<file path="src/rtl/core/lcdnw_pkg.sv">
// ----------------------------------------------------------------------------
// lcdnw_pkg
// Shared types and constants for the LCD number writer pipeline.
// ----------------------------------------------------------------------------
package lcdnw_pkg;

  typedef logic [1:0] op_t;

  localparam op_t OP_CMD   = 2'd0;
  localparam op_t OP_CHAR  = 2'd1;
  localparam op_t OP_PRINT = 2'd2;
  localparam op_t OP_NONE  = 2'd3;

  localparam int OPERAND_W = 17;

  localparam logic [7:0] CURSOR_CMD = 8'h8A;
  // ASCII '0' is 0x30: a digit only fills the low nibble
  localparam logic [3:0] ASCII_DIGIT_HI = 4'h3;

  // floor(x / 10) == (x * DIV10_MULT) >> DIV10_SHIFT for x < 2^22
  localparam logic [19:0] DIV10_MULT  = 20'hCCCCD;
  localparam int          DIV10_SHIFT = 23;
  localparam int          PROD_W      = OPERAND_W + 20;

  typedef struct packed {
    op_t                  opcode;
    logic [7:0]           byte_val;
    logic [OPERAND_W-1:0] quot;
  } stage_t;

endpackage

</file>
<file path="src/rtl/core/lcd_number_writer.sv">
// ----------------------------------------------------------------------------
// lcd_number_writer
// Turns command, character and print-number requests into LCD bus writes.
// ----------------------------------------------------------------------------
// Path: a request passes the input register, one stage per digit, the holder
//   and the output registers before its first bus write.
// Throughput: one byte request per cycle while busy is low; a print request
//   occupies the output holder for a cursor command and DIGIT_COUNT digit writes, one bus write per cycle.
// The receiver cannot stall; busy only reflects the holder draining.
// Reset (rst, synchronous): empties every stage and drops strobe.
// ----------------------------------------------------------------------------
module lcd_number_writer import lcdnw_pkg::*; #(
  parameter int DIGIT_COUNT = 5
) (
  input  logic                 clk,
  input  logic                 rst,
  input  logic                 start,
  output logic                 busy,
  input  logic [1:0]           opcode,
  input  logic [OPERAND_W-1:0] operand,
  output logic                 strobe,
  output logic                 register_select,
  output logic [7:0]           bus_byte,
  output logic                 last
);

  localparam int DW = DIGIT_COUNT * 4;

  // stage 0 is the input register; stages 1..DIGIT_COUNT each add a digit
  logic            st_valid  [0:DIGIT_COUNT];
  logic            st_ready  [0:DIGIT_COUNT];
  stage_t          st_data   [0:DIGIT_COUNT];
  logic [DW-1:0]   st_digits [0:DIGIT_COUNT];

  // input register
  logic   req_valid;
  stage_t req_data;

  logic ready0;

  // Each stage moves when it is empty or its successor takes its data; the ready
  // path is one OR per stage back from the serializer.
  assign ready0 = !req_valid || st_ready[0];
  assign busy   = !ready0;

  always_ff @(posedge clk) begin
    if (rst) begin
      req_valid <= 1'b0;
    end else if (ready0) begin
      // unused opcode is taken but dropped here: it makes no bus write
      req_valid <= start && (opcode != OP_NONE);
    end
  end

  always_ff @(posedge clk) begin
    if (ready0 && start) begin
      req_data.opcode   <= opcode;
      req_data.byte_val <= operand[7:0];
      req_data.quot     <= operand;
    end
  end

  assign st_valid[0]  = req_valid;
  assign st_data[0]   = req_data;
  assign st_digits[0] = '0;

  for (genvar k = 1; k <= DIGIT_COUNT; k++) begin : g_digit
    lcdnw_div_stage #(
      .DIGIT_COUNT (DIGIT_COUNT),
      .IDX         (k - 1)
    ) u_div (
      .clk        (clk),
      .rst        (rst),
      .in_valid   (st_valid[k-1]),
      .in_ready   (st_ready[k-1]),
      .in_data    (st_data[k-1]),
      .in_digits  (st_digits[k-1]),
      .out_valid  (st_valid[k]),
      .out_ready  (st_ready[k]),
      .out_data   (st_data[k]),
      .out_digits (st_digits[k])
    );
  end

  // output holder: for a print request, cursor command, then digits least significant first
  lcdnw_serializer #(
    .DIGIT_COUNT (DIGIT_COUNT)
  ) u_ser (
    .clk             (clk),
    .rst             (rst),
    .in_valid        (st_valid[DIGIT_COUNT]),
    .in_ready        (st_ready[DIGIT_COUNT]),
    .in_data         (st_data[DIGIT_COUNT]),
    .in_digits       (st_digits[DIGIT_COUNT]),
    .strobe          (strobe),
    .register_select (register_select),
    .bus_byte        (bus_byte),
    .last            (last)
  );

`ifndef ASSERT_OFF
  // a multi-write burst never has a gap
  a_burst_contiguous: assert property (@(posedge clk) disable iff (rst)
    strobe && !last |=> strobe)
    else $error("burst broken before its last write");

  // the only non-final instruction write is the cursor command
  a_cursor_then_digit: assert property (@(posedge clk) disable iff (rst)
    strobe && !last && !register_select |-> bus_byte == CURSOR_CMD ##1 register_select)
    else $error("cursor command not followed by a digit");

  // non-final data writes are ASCII digits
  a_digit_ascii: assert property (@(posedge clk) disable iff (rst)
    strobe && !last && register_select |-> bus_byte[7:4] == ASCII_DIGIT_HI &&
      bus_byte[3:0] <= 4'd9)
    else $error("digit write out of range");

  // busy only when the input register holds a request
  a_busy_held: assert property (@(posedge clk) disable iff (rst)
    busy |-> req_valid)
    else $error("busy with an empty input stage");
`endif

endmodule

</file>
<file path="src/rtl/core/lcdnw_div_stage.sv">
// ----------------------------------------------------------------------------
// lcdnw_div_stage
// One pipeline stage: peels off one decimal digit by a reciprocal multiply.
// ----------------------------------------------------------------------------
module lcdnw_div_stage import lcdnw_pkg::*; #(
  parameter int DIGIT_COUNT = 5,
  parameter int IDX         = 0
) (
  input  logic                     clk,
  input  logic                     rst,
  input  logic                     in_valid,
  output logic                     in_ready,
  input  stage_t                   in_data,
  input  logic [DIGIT_COUNT*4-1:0] in_digits,
  output logic                     out_valid,
  input  logic                     out_ready,
  output stage_t                   out_data,
  output logic [DIGIT_COUNT*4-1:0] out_digits
);

  localparam int Q_W = PROD_W - DIV10_SHIFT;

  logic [PROD_W-1:0]          prod;
  logic [Q_W-1:0]             q;
  logic [OPERAND_W-1:0]       q_ext;
  logic [OPERAND_W-1:0]       rem;
  stage_t                     data_next;
  logic [DIGIT_COUNT*4-1:0]   digits_next;

  assign prod  = PROD_W'(in_data.quot) * PROD_W'(DIV10_MULT);
  assign q     = prod[PROD_W-1:DIV10_SHIFT];
  assign q_ext = OPERAND_W'(q);
  // remainder = x - 10*q, as shift-add
  assign rem   = in_data.quot - ((q_ext << 3) + (q_ext << 1));

  always_comb begin
    data_next               = in_data;
    data_next.quot          = q_ext;
    digits_next             = in_digits;
    digits_next[IDX*4 +: 4] = rem[3:0];
  end

  assign in_ready = !out_valid || out_ready;

  always_ff @(posedge clk) begin
    if (rst) begin
      out_valid <= 1'b0;
    end else if (in_ready) begin
      out_valid <= in_valid;
    end
  end

  always_ff @(posedge clk) begin
    if (in_ready && in_valid) begin
      out_data   <= data_next;
      out_digits <= digits_next;
    end
  end

endmodule

</file>
<file path="src/rtl/core/lcdnw_serializer.sv">
// ----------------------------------------------------------------------------
// lcdnw_serializer
// Holds one converted request and sends its bus writes, one per cycle.
// ----------------------------------------------------------------------------
module lcdnw_serializer import lcdnw_pkg::*; #(
  parameter int DIGIT_COUNT = 5
) (
  input  logic                     clk,
  input  logic                     rst,
  input  logic                     in_valid,
  output logic                     in_ready,
  input  stage_t                   in_data,
  input  logic [DIGIT_COUNT*4-1:0] in_digits,
  output logic                     strobe,
  output logic                     register_select,
  output logic [7:0]               bus_byte,
  output logic                     last
);

  localparam int BEAT_W = $clog2(DIGIT_COUNT + 1);

  logic                     hold_valid;
  op_t                      opcode;
  logic [7:0]               byte_val;
  logic [DIGIT_COUNT*4-1:0] digits;
  logic [BEAT_W-1:0]        beat;

  logic       rs_next;
  logic [7:0] byte_next;
  logic       last_next;

  always_comb begin
    rs_next   = 1'b0;
    byte_next = byte_val;
    last_next = 1'b1;
    unique case (opcode)
      OP_CMD: begin
        rs_next = 1'b0;
      end
      OP_CHAR: begin
        rs_next = 1'b1;
      end
      OP_PRINT: begin
        if (beat == '0) begin
          rs_next   = 1'b0;
          byte_next = CURSOR_CMD;
          last_next = 1'b0;
        end else begin
          rs_next   = 1'b1;
          byte_next = {ASCII_DIGIT_HI, digits[3:0]};
          last_next = (beat == BEAT_W'(DIGIT_COUNT));
        end
      end
      default: begin
        rs_next = 1'b0;
      end
    endcase
  end

  // free when empty or on the final write of the held request
  assign in_ready = !hold_valid || last_next;

  always_ff @(posedge clk) begin
    if (rst) begin
      hold_valid <= 1'b0;
      strobe     <= 1'b0;
    end else begin
      strobe <= hold_valid;
      if (in_ready) begin
        hold_valid <= in_valid;
      end
    end
  end

  always_ff @(posedge clk) begin
    if (hold_valid) begin
      register_select <= rs_next;
      bus_byte        <= byte_next;
      last            <= last_next;
      beat            <= beat + BEAT_W'(1);
      if (beat != '0) begin
        digits <= digits >> 4;
      end
    end
    if (in_ready && in_valid) begin
      opcode   <= in_data.opcode;
      byte_val <= in_data.byte_val;
      digits   <= in_digits;
      beat     <= '0;
    end
  end

endmodule
</file>
<file path="config.mk">
export PLATFORM = sky130hd
export DESIGN_NAME = lcd_number_writer
export DESIGN_NICKNAME = d
export VERILOG_FILES = /design/src/rtl/core/lcdnw_pkg.sv /design/src/rtl/core/lcd_number_writer.sv /design/src/rtl/core/lcdnw_div_stage.sv /design/src/rtl/core/lcdnw_serializer.sv
export SDC_FILE = /design/constraint.sdc
export NUM_CORES = 1
export LEC_CHECK = 0
export BUFFER_PORTS_ARGS = -buffer_cell sky130_fd_sc_hd__buf_2
export CAP_MARGIN = 20
export CORE_ASPECT_RATIO = 1.2
export CORE_UTILIZATION = 50
export DETAILED_ROUTE_END_ITERATION = 8
export HOLD_SLACK_MARGIN = 0.06
export PLACE_DENSITY = 0.66
export SKIP_CTS_REPAIR_TIMING = 1
export SLEW_MARGIN = 40
export SYNTH_ARGS = -nofsm -noshare
export SYNTH_HDL_FRONTEND = slang
export SYNTH_SLANG_ARGS = --single-unit
</file>
<file path="constraint.sdc">
create_clock -name clk -period 8.6 [get_ports clk]
set_input_delay 1.29 -clock clk [delete_from_list [all_inputs] [get_ports clk]]
set_output_delay 1.29 -clock clk [all_outputs]
set_load 0.01 [all_outputs]
</file>
Yosys cells after proc, flatten, opt, wreduce, memory -nomap -nowiden
Index checks and enable logic that the tools add are counted.
Word-level totals
  bits in writable memories: 0
  output and inout bits: 12
  memories kept: 0
  flip-flop bits (word level): 226
  logic and storage cells: 94
  ROM bits: 0
  bits in latches: 0
Operators by class
  $lt $le $gt $ge: 0
  multiply operators: 5
  reductions and logical operators: 28
  add/sub/neg operators: 11
  muxes and demuxes: 9
  equality and inequality tests: 4
  shift operators: 0
  div/mod/pow operators: 0
  bitwise gates (word level): 0
Operators by type and width (count)
  2-to-1 mux 20 bit: 3
  multiplier 17 x 20 -> 37 bit, second input constant: 1
  multiplier 14 x 20 -> 34 bit, second input constant: 1
  multiplier 11 x 20 -> 31 bit, second input constant: 1
  multiplier 8 x 20 -> 28 bit, second input constant: 1
  multiplier 5 x 20 -> 25 bit, second input constant: 1
  adder 4 bit: 5
  subtractor 4 bit: 5
  2-to-1 mux 8 bit: 2
  logical AND 1 bit: 8
  logical NOT 1 bit: 8
  logical OR 1 bit: 7
  nonzero test 2 bit: 2
  adder 3 x 1 -> 3 bit, second input constant: 1
  equality test 3 bit, second input constant: 1
  logical NOT 3 bit: 1
  2-to-1 mux 1 bit: 3
  nonzero test 3 bit: 1
  equality test 2 x 1 -> 1 bit, second input constant: 1
  equality test 2 bit, second input constant: 1
  inequality test 2 bit, second input constant: 1
  case mux 1 bit (2 select lines): 1
  AND reduction 2 bit: 1

Longest topological paths before layout
Gate-level depths: netlist (run 1).
  depth in word-level cells: 11
  mapped depth: 24

Modules after synthesis
A second synthesis (run 1) with hierarchy kept.
Unflattened totals
  cells, all modules: 2929
  area, all modules: 33300.7 µm²
By module, submodules not included
  lcdnw_div_stage at g_digit[2].u_div: instances 1, seq. area each 1341.3 µm², area an instance 6283.5 µm², cells an instance 577
  lcdnw_div_stage at g_digit[4].u_div: instances 1, seq. area each 1341.3 µm², area an instance 6232.2 µm², cells an instance 572
  lcdnw_div_stage at g_digit[5].u_div: instances 1, seq. area each 1341.3 µm², area an instance 6173.4 µm², cells an instance 561
  lcdnw_div_stage at g_digit[3].u_div: instances 1, seq. area each 1341.3 µm², area an instance 6058.3 µm², cells an instance 548
  lcdnw_div_stage at g_digit[1].u_div: instances 1, seq. area each 1341.3 µm², area an instance 6033.3 µm², cells an instance 529
  lcdnw_serializer: instances 1, seq. area each 1301.2 µm², area an instance 1881.8 µm², cells an instance 116
  lcd_number_writer: instances 1, seq. area each 590.6 µm², area an instance 638.1 µm², cells an instance 26

Worst setup path before layout (run 1)
Ideal clock, no wire load.
  path kind: reg-to-reg
  from: register, netlist name req_data[23]
  to: register g_digit[1].u_div.out_digits[3], data pin
  period minus slack after synthesis: 6.165 ns
  arrival: 5.903 ns
  cell stages (with the launch flop): 24
  library setup time: 0.262 ns
  slack: 2.435 ns
  path buffers: 0
  cells stage by stage: edfxtp_1 inv_1 ha_1 inv_1 fa_1 inv_1 fa_1 inv_1 fa_1 inv_1 fa_1 fa_1 inv_1 ha_1 a21o_1 a211o_1 a221o_1 nor3_4 o21bai_1 xor2_1 ha_1 a211oi_1 xnor2_1 xnor2_1
RTL lines
  end signal: assignment: RTL line lcdnw_div_stage.sv:56  | out_digits <= digits_next;
  end: declaration: RTL line lcdnw_div_stage.sv:18  | output logic [DIGIT_COUNT*4-1:0] out_digits

==> results.toml, run 1 <==
[layout]
layout_commonest_cell = "ha_1"
final_cell_mix = "409 x ha_1, 402 x inv_1, 207 x edfxtp_1"
drive_gt1_share_pct = 6.42
synthToLayoutAreaGrowth_pct = 8.09
finish.net_count = 2343
fillCellCount = 3327
diodes = 0

[routing]
routed_via_density = 5.01
wl_per_cell_microns = 15.1
firstDrtPassIters = 4
vias = 11300
wl_microns = 34100
drt-initial-drc-count = 356
ant_nets = 0
route.detailed.drc = 0

[synth]
synth-seq-area-share_pct = 32.4
synthFlopType = "edfxtp_1"
syn-cell-area_sq_um = 19900
synth_edf_count = 207
avgSynthCellArea_sq_um = 12.0
yosys.area.top_type = "edfxtp_1"
yosysTopAreaCellShare_pct = 31.3
synth_cells = 1660
synth.distinct_cells = 64
synth_seq_cells = 218
ys_top_cells_by_area = "edfxtp_1 31%, ha_1 26%, fa_1 20%"
async_flop_share_pct = 0
yosysWarnings = 0
syn-num-nets = 2290

[worst_setup_path]
start_kind = "flip-flop"
cp.depth = 23
cp_max_fo = 5
reg2regPathDepth = 23
slowest_delay_ns = 0.60
path_class = "flip-flop to flip-flop"
crit_required_ns = 8.88
crit_arrival_ns = 6.80
cp_num_buf_inv = 6
crit_path_end_kind = "flip-flop"
crit_chain = "inv_1 -> ha_1 -> inv_1 -> fa_1 -> inv_1 -> fa_1 -> inv_1 -> fa_1 -> inv_1 -> fa_1 -> fa_1 -> inv_1 -> ha_1 -> a21o_1 -> a211o_1 -> a221o_1 -> nor3_4 -> o21bai_1 -> xor2_1 -> ha_1 -> a211oi_1 -> xnor2_1 -> xnor2_1"
cp_top_family = "adder cells"
slowest_stage = "fa_1"
path_common_cell = "inv_1"

[timing]
drv_slew = 0
grt_setup_unrepaired = "false"
hold_viol = 0
tns_ns = 0
worst_pin_slew_ns = 0.827
period_minus_slack_ns = 6.52
finClkSkew_ns = 0.0239
timing.final.crit_share_pct = 75.8
slew-limit-headroom_pct = 43.4
finalSetupViolCount = 0
max_freq_ghz = 0.153

[global_routing]
grt_max_degree = 35
track_usage_pct = 17.5
met2_usage_pct = 32.6
antenna_found_initial = 0
grt_busiest_layer = "met2"
use_met1_pct = 21.3
grt_pass1_wl_microns = 56300
overflow = 0
use_met3_pct = 2.04
grt_pass1_vias = 11900

[placed_design]
io_buffers = 33
hpwl_microns = 29400
globalplace.congestion = 0.883

[clock_tree]
cts_tree = "yes"
cts_inserted_buffers = 23
clkLatencyLatePin_ns = 0.54
clk_pin_slew_ns = 0.06
clock_path_buffers = 3
htreeDepth = 1
clkSinkCount = 218
cts_root_buffer = "clkbuf_16"

[status]
status = "completed"

[floorplan]
die_h_microns = 220
die_x_microns = 184
io_pins = 34
row_count = 79
die_area_sq_um = 40500
core_area_sq_um = 38900
start_util_pct = 51.0

[run]
cap_violations = 0

[worst_hold_path]
min_path_cells = 0
hp-class = "flip-flop to flip-flop"
==> sequential cells by signal (all words and copies together) (netlist names) <==
register	cells
u_ser.register_select	1
g_digit.u_div.out_digits	60
u_ser.byte_val	8
u_ser.beat	3
u_ser.digits	20
u_ser.opcode	2
u_ser.hold_valid	1
req_valid	1
u_ser.strobe	1
g_digit.u_div.out_valid	5
u_ser.last	1
u_ser.bus_byte	8
req_data	19
g_digit.u_div.out_data	88
==> cells in the mapped netlist, types with 18 or more instances <==
cell,number
nor2_1,54
edfxtp_1,207
a21oi_1,46
fa_1,199
nand2_1,30
a21o_1,20
mux2_2,18
ha_1,409
o21ai_0,19
xnor2_1,45
inv_1,402
xor2_1,20
nand3_1,19
==> area by class of cell <==
class / count / area (sq um) / share of cell area (%)
multi-input combinational: 1029 / 11900 / 55.5
sequential: 218 / 6440 / 30.0
inverter: 402 / 1510 / 7.03
tap: 526 / 658 / 3.07
clock buffer: 31 / 626 / 2.91
timing repair buffer: 39 / 218 / 1.01
clock inverter: 11 / 114 / 0.530
==> worst register-to-register path: cells and delay by family, from the launching register on <==
kind	cells	cell delay [ns]
buf+inv	6	0.42
flops	1	0.43
fa+ha+maj	8	3.60
compound gates	5	1.15
simple gates	1	0.28
xor+xnor	3	0.42
==> stage by stage <==
step	hold slack [ns]	std cells	area [sq um]	setup WS (ns)	utilization [%]
after floorplan	0.400	1660	19900	2.44	-
after global placement	0.401	2213	20700	2.14	53.2
after detailed placement	0.405	2214	20700	2.04	53.2
after CTS	0.416	2256	21500	2.02	55.1
after global routing	0.419	2256	21500	1.81	55.1
final	0.412	2256	21500	2.08	55.1
==> worst paths after layout <==
check | slack, ns | start | endpoint
setup / recovery | 2.08 | req_data[23] | g_digit[1].u_div.out_digits[3]
hold / removal | 0.41 | g_digit[5].u_div.out_data[25] | u_ser.opcode[0]
hold reg to reg | 0.41 | g_digit[5].u_div.out_data[25] | u_ser.opcode[0]
setup reg to reg | 2.08 | req_data[23] | g_digit[1].u_div.out_digits[3]
==> cells by family after synthesis <==
group	share of synthesized area, %
flip-flops	32.4
multiplexers	1.12
XOR/XNOR	2.98
buffers and inverters	7.81
AND/OR/NAND/NOR	4.59
AO/OA/AOI/OAI	5.27
adder cells (fa/ha/maj)	45.8
==> layer usage <==
metal | wire length, microns | vias up
met5 | 0 | -
met4 | 835 | 0
met1 | 14400 | 5500
met2 | 17900 | 108
met3 | 878 | 58
li1 | - | 5638
Power of run 1 is not shown: default switching activity piles up to over one toggle a cycle in this logic, so the estimate is an artifact.
==> run 2: changes to the inputs <==
PLACE_DENSITY = 0.68   (was 0.66)
clock period = 5.89 ns   (was 8.6 ns; I/O delays follow)
==> run 2 against run 1 <==
Against the previous run:
- the run now ends with negative setup slack left
- hold slack better by 0.0013 ns
- count of clock-buffer cells in the layout decreased by 3
- via count is 3.4% higher
- critical path type unchanged
- largest cell class unchanged
==> results.toml, run 2 (synthesis gave the netlist of run 1 again) <==
[floorplan]
die_h_microns = 220
row_count = 79
die_x_microns = 184
io_pins = 34
start_util_pct = 51.0
core_area_sq_um = 38900
die_area_sq_um = 40500

[routing]
vias = 11700
wl_per_cell_microns = 15.0
firstDrtPassIters = 4
wl_microns = 35100
ant_nets = 0
routed_via_density = 5.01
drt-initial-drc-count = 331
route.detailed.drc = 0

[worst_hold_path]
min_path_cells = 0
hp-class = "flip-flop to flip-flop"

[layout]
finalNonFillerCells = 2334
finish.net_count = 2421
layout_commonest_cell = "ha_1"
largest_register_ffs = 88
synthToLayoutAreaGrowth_pct = 12.7
final_cell_mix = "400 x ha_1, 393 x inv_1, 207 x edfxtp_1"
drive_gt1_share_pct = 12.6
final_area_sq_um = 22400
largestRegisters = "g_digit.u_div.out_data x88, g_digit.u_div.out_digits x60, u_ser.digits x20"
regMostFlops = "g_digit.u_div.out_data"
diodes = 0

[clock_tree]
clk_pin_slew_ns = 0.06
htreeDepth = 1
cts_inserted_buffers = 23
cts_tree = "yes"
cts_root_buffer = "clkbuf_16"
clock_path_buffers = 3
clkLatencyLatePin_ns = 0.53
clkSinkCount = 218

[worst_setup_path]
crit_arrival_ns = 6.24
cp.depth = 21
cp_top_family = "adder cells"
crit_required_ns = 6.16
cp_max_fo = 2
reg2regPathDepth = 21
start_kind = "flip-flop"
slowest_delay_ns = 0.58
crit_chain = "ha_4 -> fa_1 -> inv_2 -> fa_2 -> inv_2 -> fa_1 -> inv_2 -> fa_1 -> fa_1 -> inv_2 -> ha_4 -> a21o_1 -> a211o_1 -> a221o_1 -> nor3_4 -> o21bai_1 -> xor2_1 -> ha_1 -> a211oi_2 -> xnor2_1 -> xnor2_1"
path_class = "flip-flop to flip-flop"
crit_path_end_kind = "flip-flop"
slowest_stage = "fa_1"
cp_num_buf_inv = 4

[placed_design]
io_buffers = 33
globalplace.congestion = 0.896
dp_cells = 2287
dpl-instance-area_sq_um = 21300
hpwl_microns = 29900

[global_routing]
antenna_found_initial = 0
track_usage_pct = 17.9
grt_max_degree = 35
grt_pass1_vias = 12300
grt_pass1_wl_microns = 57900
overflow = 0

[timing]
slew-limit-headroom_pct = 56.3
finClkSkew_ns = 0.0208
setup_ws_ns = -0.0827
grt_setup_unrepaired = "true"
period_minus_slack_ns = 5.97
drv_slew = 0
worst_pin_slew_ns = 0.655
tns_ns = -0.0827
max_freq_ghz = 0.167
hold_viol = 0
timing.final.crit_share_pct = 101
finalSetupViolCount = 1

[status]
status = "complete, but fails checks"
violations = "negative setup slack"

[run]
cap_violations = 0
## run 2: metrics by stage
step	hold slack [ns]	util (%)	worst slack, ns
finish	0.413	57.5	-0.0827
global route	0.414	57.5	-0.374
CTS	0.415	56.9	-0.297
detailed placement	0.405	54.6	-0.281
global placement	0.400	54.6	-0.158
floorplan	0.400	-	-0.130
## run 2: worst reg2reg max path, cell delays in order (launching register included)
cell and delay (ns):
edfxtp_1 0.43, ha_4 0.27, fa_1 0.58, inv_2 0.07, fa_2 0.57, inv_2 0.04, fa_1 0.49, inv_2 0.04
fa_1 0.47, fa_1 0.53, inv_2 0.05, ha_4 0.21, a21o_1 0.17, a211o_1 0.26, a221o_1 0.30, nor3_4 0.14
o21bai_1 0.11, xor2_1 0.22, ha_1 0.29, a211oi_2 0.21, xnor2_1 0.17, xnor2_1 0.10
## run 2: per-layer routing
layer	part of all wire (%)	wire length, microns	GRT usage [%]	up-vias
met1	42	14700	21.8	5716
met5	0	0	0	-
li1	-	-	-	5803
met3	2.3	819	1.81	52
met4	2.1	724	3.64	0
met2	54	18800	34.1	118
## run 2: area by class of cell
cell class                 instances  area (sq um)
fill                            3188         16600
multi-input combinational       1029         12100
sequential                       218          6440
inverter                         402          1510
timing repair buffer             117           803
tap                              526           658
clock buffer                      28           624
clock inverter                    14           245
## run 2: final timing paths
path,from,slack [ns],to
worst max register to register,req_data[20],-0.08,g_digit[1].u_div.out_digits[3]
worst max-delay path,req_data[20],-0.08,g_digit[1].u_div.out_digits[3]
worst min-delay path,g_digit[5].u_div.out_data[22],0.41,u_ser.byte_val[5]
worst min register to register,g_digit[5].u_div.out_data[22],0.41,u_ser.byte_val[5]
Power of run 2 is left out for the same reason.
==> run 3: changes to the inputs <==
CTS_BUF_LIST = sky130_fd_sc_hd__clkbuf_4 sky130_fd_sc_hd__clkbuf_8   (was default)
==> run 3 against run 2 <==
Against the previous run:
- sequential share of layout area rose by 0.16 points
- fmax barely moved
- first-iteration DRC count rose by 4.8%
- register-to-register slack barely moved
- core utilization fell by 0.31 points
- critical path depth rose by 2
- the run still ends with negative setup slack left
- largest cell class unchanged
==> results.toml, run 3 (synthesis gave the netlist of run 1 again) <==
[global_routing]
grt_max_degree = 35
grt_pass1_wl_microns = 57700
overflow = 0
track_usage_pct = 17.9
grt_pass1_vias = 12500
antenna_found_initial = 0

[layout]
fillCellCount = 3211
final_area_sq_um = 22300
finish.net_count = 2435
largest_register_ffs = 88
largestRegisters = "g_digit.u_div.out_data x88, g_digit.u_div.out_digits x60, u_ser.digits x20"
regMostFlops = "g_digit.u_div.out_data"
drive_gt1_share_pct = 13.7
synthToLayoutAreaGrowth_pct = 12.1
layout_commonest_cell = "ha_1"
diodes = 0
final_cell_mix = "400 x ha_1, 393 x inv_1, 207 x edfxtp_1"

[routing]
ant_nets = 0
firstDrtPassIters = 5
route.detailed.drc = 0
drt-initial-drc-count = 347
wl_per_cell_microns = 14.9
vias = 11800
routed_via_density = 5.00
wl_microns = 35000

[worst_setup_path]
r2r-start = "req_data[23]"
crit_end = "g_digit[1].u_div.out_digits[3]"
crit_start = "req_data[23]"
cp.depth = 23
cp_max_fo = 3
start_kind = "flip-flop"
path_class = "flip-flop to flip-flop"
reg2regPathDepth = 23
r2r-end = "g_digit[1].u_div.out_digits[3]"
cp_top_family = "adder cells"
crit_path_end_kind = "flip-flop"
slowest_delay_ns = 0.57
slowest_stage = "fa_2"
cp_num_buf_inv = 6
crit_chain = "inv_1 -> ha_1 -> inv_2 -> fa_1 -> inv_2 -> fa_2 -> inv_2 -> fa_1 -> inv_2 -> fa_1 -> fa_1 -> inv_2 -> ha_4 -> a21o_1 -> a211o_1 -> a221o_1 -> nor3_4 -> o21bai_1 -> xor2_1 -> ha_1 -> a211oi_2 -> xnor2_1 -> xnor2_1"
crit_required_ns = 6.16
path_common_cell = "inv_2"
r2r_slack_ns = -0.08
crit_arrival_ns = 6.24

[timing]
timing.final.crit_share_pct = 101
finalSetupViolCount = 1
drv_slew = 0
hold_viol = 0
grt_setup_unrepaired = "true"
tns_ns = -0.0788
finClkSkew_ns = 0.0142
slew-limit-headroom_pct = 47.3
period_minus_slack_ns = 5.97
setup_ws_ns = -0.0788
worst_pin_slew_ns = 0.790
max_freq_ghz = 0.168

[status]
violations = "negative setup slack"
status = "complete, but fails checks"

[floorplan]
core_area_sq_um = 38900
start_util_pct = 51.0
io_pins = 34
row_count = 79
die_area_sq_um = 40500
die_x_microns = 184
die_h_microns = 220

[placed_design]
dpl-instance-area_sq_um = 21300
hpwl_microns = 29900
globalplace.congestion = 0.896
io_buffers = 33

[clock_tree]
clkLatencyLatePin_ns = 0.52
cts_root_buffer = "clkbuf_8"
clock_path_buffers = 3
htreeDepth = 2
cts_tree = "yes"
cts_inserted_buffers = 37
clk_pin_slew_ns = 0.06
clkSinkCount = 218

[run]
cap_violations = 0

[worst_hold_path]
hp-class = "flip-flop to flip-flop"
## run 3: cell types whose count changed in the layout (fill, tap and decap cells not counted), moves of 2 or more
cell	change
clkbuf_4	+10
bufinv_16	-5
clkinv_2	+3
clkinvlp_4	+2
clkbuf_1	-2
clkbuf_8	+37
clkbuf_16	-23
## run 3: routing by layer
layer  global-route usage [%]  vias to the layer above  share of wire, %
li1                         -                     5832                 -
met1                     21.5                     5760                42
met2                     33.7                      136                53
met3                     2.17                       59               2.4
met4                     4.53                        0               2.3
met5                        0                        -                 0
## run 3: how the worst min path moves through the flow
stage,startpoint,end,slack [ns],cells past startpoint
after floorplan,req_data[25],g_digit[1].u_div.out_data[25],0.40,0
after global placement,g_digit[3].u_div.out_data[21],g_digit[4].u_div.out_data[21],0.40,0
after detailed placement,req_data[26],g_digit[1].u_div.out_data[26],0.40,0
after CTS,g_digit[5].u_div.out_data[17],u_ser.byte_val[0],0.41,0
after global routing,g_digit[5].u_div.out_data[17],u_ser.byte_val[0],0.40,0
final,g_digit[5].u_div.out_data[17],u_ser.byte_val[0],0.41,0
## run 3: area by class of cell
type	instances	area, sq um	share of cell area, %
multi-input combinational	1029	12100	54.4
sequential	218	6440	28.9
inverter	402	1510	6.78
timing repair buffer	117	803	3.61
tap	526	658	2.96
clock buffer	50	626	2.81
clock inverter	14	124	0.556
## run 3: metrics by stage
step	worst slack [ns]	util, %	std cells	hold WS [ns]
after detailed placement	-0.281	54.6	2287	0.405
after floorplan	-0.130	-	1660	0.400
after global placement	-0.158	54.6	2286	0.400
after global routing	-0.371	57.2	2356	0.405
final	-0.0788	57.2	2356	0.407
after CTS	-0.268	56.6	2351	0.411
## run 3: worst register-to-register path, stage by stage, from the launching register on
cell and delay, ns:
edfxtp_1 0.38, inv_1 0.06, ha_1 0.28, inv_2 0.04, fa_1 0.52, inv_2 0.08
fa_2 0.57, inv_2 0.04, fa_1 0.49, inv_2 0.04, fa_1 0.47, fa_1 0.53
inv_2 0.05, ha_4 0.21, a21o_1 0.17, a211o_1 0.26, a221o_1 0.30, nor3_4 0.14
o21bai_1 0.11, xor2_1 0.21, ha_1 0.29, a211oi_2 0.21, xnor2_1 0.17, xnor2_1 0.10
Power of run 3 is left out for the same reason.
